### src/rtl/core/pcsrm_pkg.sv
package pcsrm_pkg;

    localparam logic [15:0] ETYPE_IPV4 = 16'h0800;
    localparam logic [15:0] ETYPE_IPV6 = 16'h86DD;

    localparam logic [2:0] PC_TCP   = 3'd0;
    localparam logic [2:0] PC_UDP   = 3'd1;
    localparam logic [2:0] PC_ICMP  = 3'd2;
    localparam logic [2:0] PC_OTHER = 3'd3;
    localparam logic [2:0] PC_NONE  = 3'd4;

    localparam logic [2:0] TC_HTTP  = 3'd0;
    localparam logic [2:0] TC_HTTPS = 3'd1;
    localparam logic [2:0] TC_DNS   = 3'd2;
    localparam logic [2:0] TC_SSH   = 3'd3;
    localparam logic [2:0] TC_VPN   = 3'd4;
    localparam logic [2:0] TC_XPORT = 3'd5;
    localparam logic [2:0] TC_OTHER = 3'd6;
    localparam logic [2:0] TC_NONE  = 3'd7;

    localparam logic [0:0] CMD_PACKET = 1'b0;
    localparam logic [0:0] CMD_READ   = 1'b1;

    localparam logic [0:0] CFG_WINDOW    = 1'b0;
    localparam logic [0:0] CFG_THRESHOLD = 1'b1;

    localparam logic [4:0] CIDX_LAST = 5'd16;

    // Map a port number to its category.
    function automatic logic [2:0] classify_port(input logic [15:0] p);
        logic [2:0] c;
        case (p)
            16'd80, 16'd8080:                       c = TC_HTTP;
            16'd443, 16'd8443:                      c = TC_HTTPS;
            16'd53:                                 c = TC_DNS;
            16'd22:                                 c = TC_SSH;
            16'd51820, 16'd1194:                    c = TC_VPN;
            16'd4719, 16'd8144, 16'd853, 16'd3478:  c = TC_XPORT;
            default:                                c = TC_OTHER;
        endcase
        return c;
    endfunction

    typedef struct packed {
        logic        command;
        logic [15:0] frame_length;
        logic [15:0] ether_type;
        logic [7:0]  ip_protocol;
        logic [3:0]  ip_header_words;
        logic [31:0] source_ip;
        logic [15:0] source_port;
        logic [15:0] dest_port;
        logic [63:0] timestamp_ns;
        logic [4:0]  counter_index;
    } t_in_item;

    typedef struct packed {
        logic        result_kind;
        logic [2:0]  protocol_class;
        logic [2:0]  port_class;
        logic        high_rate_alert;
        logic [31:0] alert_source_ip;
        logic [31:0] alert_packet_count;
        logic [63:0] read_value;
    } t_out_item;

    // Classification handed from front stage to the counters.
    typedef struct packed {
        logic        is_read;
        logic        count_proto;
        logic        count_port;
        logic        track;
        logic [2:0]  pc;
        logic [2:0]  tc;
        logic [15:0] len;
        logic [4:0]  cidx;
    } t_class;

endpackage

### src/rtl/core/pcsrm_classify.sv
module pcsrm_classify
    import pcsrm_pkg::*;
(
    input  t_in_item i_item,
    output t_class   o_cls
);
    logic [17:0] need;
    logic        v4;
    logic        v6;
    logic [2:0]  pc;
    logic [2:0]  tcd;
    logic [2:0]  tc;

    always_comb begin
        v4 = (i_item.frame_length >= 16'd34) && (i_item.ether_type == ETYPE_IPV4);
        v6 = (i_item.frame_length >= 16'd54) && (i_item.ether_type == ETYPE_IPV6);
        if (i_item.ip_protocol == 8'd6) begin
            pc = PC_TCP;
        end else if (i_item.ip_protocol == 8'd17) begin
            pc = PC_UDP;
        end else if ((v4 && i_item.ip_protocol == 8'd1) ||
                     (!v4 && i_item.ip_protocol == 8'd58)) begin
            pc = PC_ICMP;
        end else begin
            pc = PC_OTHER;
        end
        need = 18'd14 + {12'd0, i_item.ip_header_words, 2'b00}
             + ((pc == PC_TCP) ? 18'd20 : 18'd8);
        tcd = classify_port(i_item.dest_port);
        tc  = (tcd == TC_OTHER) ? classify_port(i_item.source_port) : tcd;

        o_cls.is_read     = (i_item.command == CMD_READ);
        o_cls.count_proto = !o_cls.is_read && (v4 || v6);
        o_cls.track       = !o_cls.is_read && v4;
        o_cls.count_port  = o_cls.track && (pc == PC_TCP || pc == PC_UDP)
                          && (need <= {2'b00, i_item.frame_length});
        o_cls.pc   = (v4 || v6) ? pc : PC_NONE;
        o_cls.tc   = o_cls.count_port ? tc : TC_NONE;
        o_cls.len  = i_item.frame_length;
        o_cls.cidx = i_item.counter_index;
    end
endmodule

### config.mk
export PLATFORM = sky130hd
export DESIGN_NAME = pcsrm_classify
export DESIGN_NICKNAME = d
export VERILOG_FILES = /design/src/rtl/core/pcsrm_pkg.sv /design/src/rtl/core/pcsrm_classify.sv
export SDC_FILE = /design/constraint.sdc
export NUM_CORES = 1
export LEC_CHECK = 0
export ABC_CLOCK_PERIOD_IN_PS = 17000
export BUFFER_PORTS_ARGS = -buffer_cell sky130_fd_sc_hd__buf_2
export CAP_MARGIN = 20
export CORE_AREA = 2 2 81 83
export DETAILED_ROUTE_END_ITERATION = 7
export DIE_AREA = 0 0 83 85
export MAX_ROUTING_LAYER = met4
export PLACE_DENSITY_LB_ADDON = 0.05
export REMOVE_ABC_BUFFERS = 1
export SYNTH_ARGS = -nofsm -noshare
export SYNTH_HDL_FRONTEND = slang
export SYNTH_SLANG_ARGS = --single-unit
### constraint.sdc
create_clock -name vclk -period 17
set_input_delay 4.25 -clock vclk [all_inputs]
set_output_delay 4.25 -clock vclk [all_outputs]
set_load 0.05 [all_outputs]
# After elaboration in Yosys (flattened, before gate mapping)
# Cells that the tools add are included.
# Widths: inputs -> output; s select.
[word_totals] ff_bits=0 inputBits=178 out_inout_bits=31 elab_cells=68
[op_classes] add_sub_neg=2 magnitude_cmp=3 n_eq_ne=32 muxes=9 n_reduce_logical=22
[ops] operator="$eq 16x13->1 const B" n=6
[ops] operator="$eq 16x12->1 const B" n=3
[ops] operator="$eq 16x16->1 const B" n=3
[ops] operator="$pmux 3 s6" n=2
[ops] operator="$eq 16x10->1 const B" n=2
[ops] operator="$eq 16x11->1 const B" n=2
[ops] operator="$eq 16x14->1 const B" n=2
[ops] operator="$eq 16x5->1 const B" n=2
[ops] operator="$eq 16x6->1 const B" n=2
[ops] operator="$eq 16x7->1 const B" n=2
[ops] operator="$eq 16x9->1 const B" n=2
[ops] operator="$ge 16x6->1 const B" n=2
[ops] operator="$le 8x16->1" n=1
[ops] operator="$mux 3" n=4
[ops] operator="$reduce_or 2->1" n=6
[ops] operator="$add 7x5->8" n=1
[ops] operator="$eq 8x1->1 const B" n=1
[ops] operator="$eq 8x3->1 const B" n=1
[ops] operator="$eq 8x5->1 const B" n=1
[ops] operator="$eq 8x6->1 const B" n=1
[ops] operator="$logic_and 1x1->1" n=8
[ops] operator="$reduce_or 4->1" n=2
[ops] operator="$add 4x6->7 const A" n=1
[ops] operator="$mux 5" n=1
[ops] operator="7 further kinds" n=10

# Depth between registers and ports, before layout
[depth] word_depth=14 depth_mapped=15 mapped_depth_nobuf=15

# Least setup slack after synthesis
# No wires, ideal clock.
[synth_timing] kind="input port to output port" startpoint="in i_item[153] (netlist name)" endpoint="out o_cls[24] (netlist name)" arrival_time_ns=8.108 required_time_ns=12.750 setup_slack_ns=4.642 stages=4 n_path_buf=0 cell_sequence="or4_1 nor3_1 a41oi_1 a2111oi_0"
[synth_lines] item="start: declaration" line_no="pcsrm_classify.sv:4" rtl="input t_in_item i_item,"
[synth_lines] item="end: declaration" line_no="pcsrm_classify.sv:5" rtl="output t_class o_cls"

==> flow_summary.yaml <==
layout:
  fin_area_mm2: 0.00185
  seq_area_um2: 0
  n_fill_cell: 682
  seq_cell_count: 0
  area_delta_synth_final_pct: 30.7
  insertedDiodeCount: 0
  drive_gt1_share_pct: 38.8
  final_cells: 363
  fin_util_pct: 29.8
  n_clock_buffer: 0
  nets: 478
power_and_ir_drop:
  internal-power_uw: 14.4
  clockPowerShare_pct: 0
  p_seq_share_pct: 0
  max-vdd-ir-drop_v: 0.0000122
  power_density_mw_per_mm2: 20.2
  power_uw: 37.4
  p_leak_nw: 0.840
  p_sw_uw: 23.0
  p_comb_share_pct: 100.0
  sw_frac_of_total_pct: 61.6
yosys:
  yosysUniqueCellTypes: 50
  syn_area_mm2: 0.00142
  synth_top_area_share_pct: 11.7
  netlist_instances: 208
  synth.largest_area_cell: "buf_4"
  synth_area_leaders: "buf_4 12%, ha_1 9.7%, nand4_1 6.2%"
  yosys_warnings: 0
  ys_seq_area_share_pct: 0
  synth.avg_cell_area_um2: 6.81
worst_setup_path:
  max_stage_delay_ns: 0.38
  slowest_stage: "fa_1"
  end_kind: "output pin"
  worstPathRequired_ns: 12.75
  crit_type: "in2out"
  crit_arrival_ns: 7.70
  cp_cell_sequence: "buf_2 > nor4_1 > nand4b_1 > inv_1 > ha_1 > inv_1 > ha_1 > fa_1 > xor2_1 > ha_1 > a21o_1 > a21oi_1 > nor2_1 > o221ai_1 > nand2_1 > o32a_1 > buf_2"
  critPathTopFamily: "adder cells"
  crit_buf_inv: 4
  startpoint_type: "input pin"
  cp_max_fo: 3
  crit_cells: 17
  crit_top_cell: "ha_1"
global_route:
  grt.total_usage_pct: 13.4
  grt-ovfl-total: 0
  grt_pass1_wl_mm: 7.98
  grt_start_max_net_pins: 10
  antenna_found_initial: 0
  grt_pass1_vias: 1704
timing:
  maxSlewViolCount: 0
  setup_ws_ns: 5.05
  slew_headroom_pct: 59.7
  fin_crit_ns: 11.95
  setup_viol_count_final: 0
  worstMarginPinSlew_ns: 0.600
  setup_tns_ns: 0
  hold_viol_final: 0
  rsz0062_at_grt: "no"
  final.period_utilization_pct: 70.3
  hold_slack_ns: 8.50
  max_freq_ghz: 0.0837
place:
  placed_cells: 363
  pre_cts_ws_ns: 5.04
  io_buffers: 103
  globalplace.congestion: 0.802
  post_dp_cell_area_mm2: 0.00185
  dp_hpwl_mm: 4.43
route:
  route.vias.total: 1914
  drc: 0
  drt_pass1_iterations: 5
  highest_layer: "met4"
  drt.antenna.violating_nets: 0
  wl_met3_um: 411
  wl_met1_mm: 2.25
  drt_iter0_drc: 31
  viasPerCell: 5.27
  wl_mm: 5.05
  drt-wirelength-per-cell_um: 13.9
  wl_met2_mm: 2.37
clock_tree:
  cts_resized: 0
  ctsHoldBuffers: 0
  cts_setup_buffers: 0
worst_hold_path:
  min_delay_path_depth: 0
  whs_endpoint: "o_cls[4]"
  min_path_type: "in2out"
  worstHoldStart: "i_item[4]"
floorplan:
  io_pins: 209
  start_util_pct: 22.8
  coreArea_mm2: 0.00620
  dieArea_mm2: 0.00706
  chipWidth_um: 83
  die_h_um: 85
  rows: 29
status:
  status: "completed"
flow_run:
  max-cap-violations: 0
## cell usage in the layout (no fill, tap or decap), types with 3 or more instances in the layout
master	count
nand3_1	4
nand4b_1	6
nand2_1	14
nor4bb_1	3
ha_1	11
nor3b_1	3
inv_1	16
and4b_1	3
nand3b_1	4
nand2b_1	4
nand4_1	14
o32ai_1	3
a21o_1	5
or4_1	3
nor4_1	7
buf_2	103
a21oi_1	6
nor2_1	19
nor4b_1	7
o21ai_0	3
nor2b_1	5
nor3_1	9
## area by class of cell
| class | instances | area [um2] | share of cell area (%) |
|---|---|---|---|
| inverters | 16 | 60.1 | 3.25 |
| repair buffers | 103 | 515 | 27.9 |
| multi-input cells | 167 | 1180 | 63.7 |
| well taps | 77 | 96.3 | 5.21 |
## worst max-delay path by stage
| stage | from | to | slack (ns) |
|---|---|---|---|
| after floorplan | i_item[153] | o_cls[24] | 4.64 |
| after global placement | i_item[144] | o_cls[22] | 4.98 |
| after detailed placement | i_item[144] | o_cls[22] | 5.04 |
| after CTS | i_item[144] | o_cls[22] | 5.03 |
| after global routing | i_item[144] | o_cls[22] | 4.77 |
| final | i_item[144] | o_cls[22] | 5.05 |
## cell usage after synthesis, drive strengths merged (2+ instances only)
library cell,n
a21o,5
a21oi,6
and2,2
and3,3
and3b,2
and4b,3
buf,23
clkbuf,2
ha,11
inv,16
nand2,14
nand2b,4
nand3,4
nand3b,4
nand4,14
nand4b,6
nor2,19
nor2b,5
nor3,10
nor3b,3
nor4,7
nor4b,7
nor4bb,3
o21ai,3
o221ai,2
o311ai,2
o31ai,2
o32a,2
o32ai,3
or3b,2
or4,4
or4b,2
## logic make-up after synthesis
| logic type | synth area share, % |
|---|---|
| adder cells (fa/ha/maj) | 11.1 |
| XOR/XNOR | 0.618 |
| AND/OR/NAND/NOR | 53.0 |
| AO/OA/AOI/OAI | 18.5 |
| buffers and inverters | 16.8 |
## power by group through the flow
stage	combinational (mW)	clock, mW	sequential [mW]
detailed placement	0.0373	0	0
floorplan	0.0108	0	0
global placement	0.0379	0	0
finish	0.0374	0	0
global route	0.0410	0	0
CTS	0.0376	0	0
## per-layer routing
layer	vias up	global-route usage, %
met2	78	24.0
met3	2	2.33
met1	884	16.8
li1	950	-
met5	-	-
met4	0	0.447
Note: power is estimated with default switching activity, not from simulation.
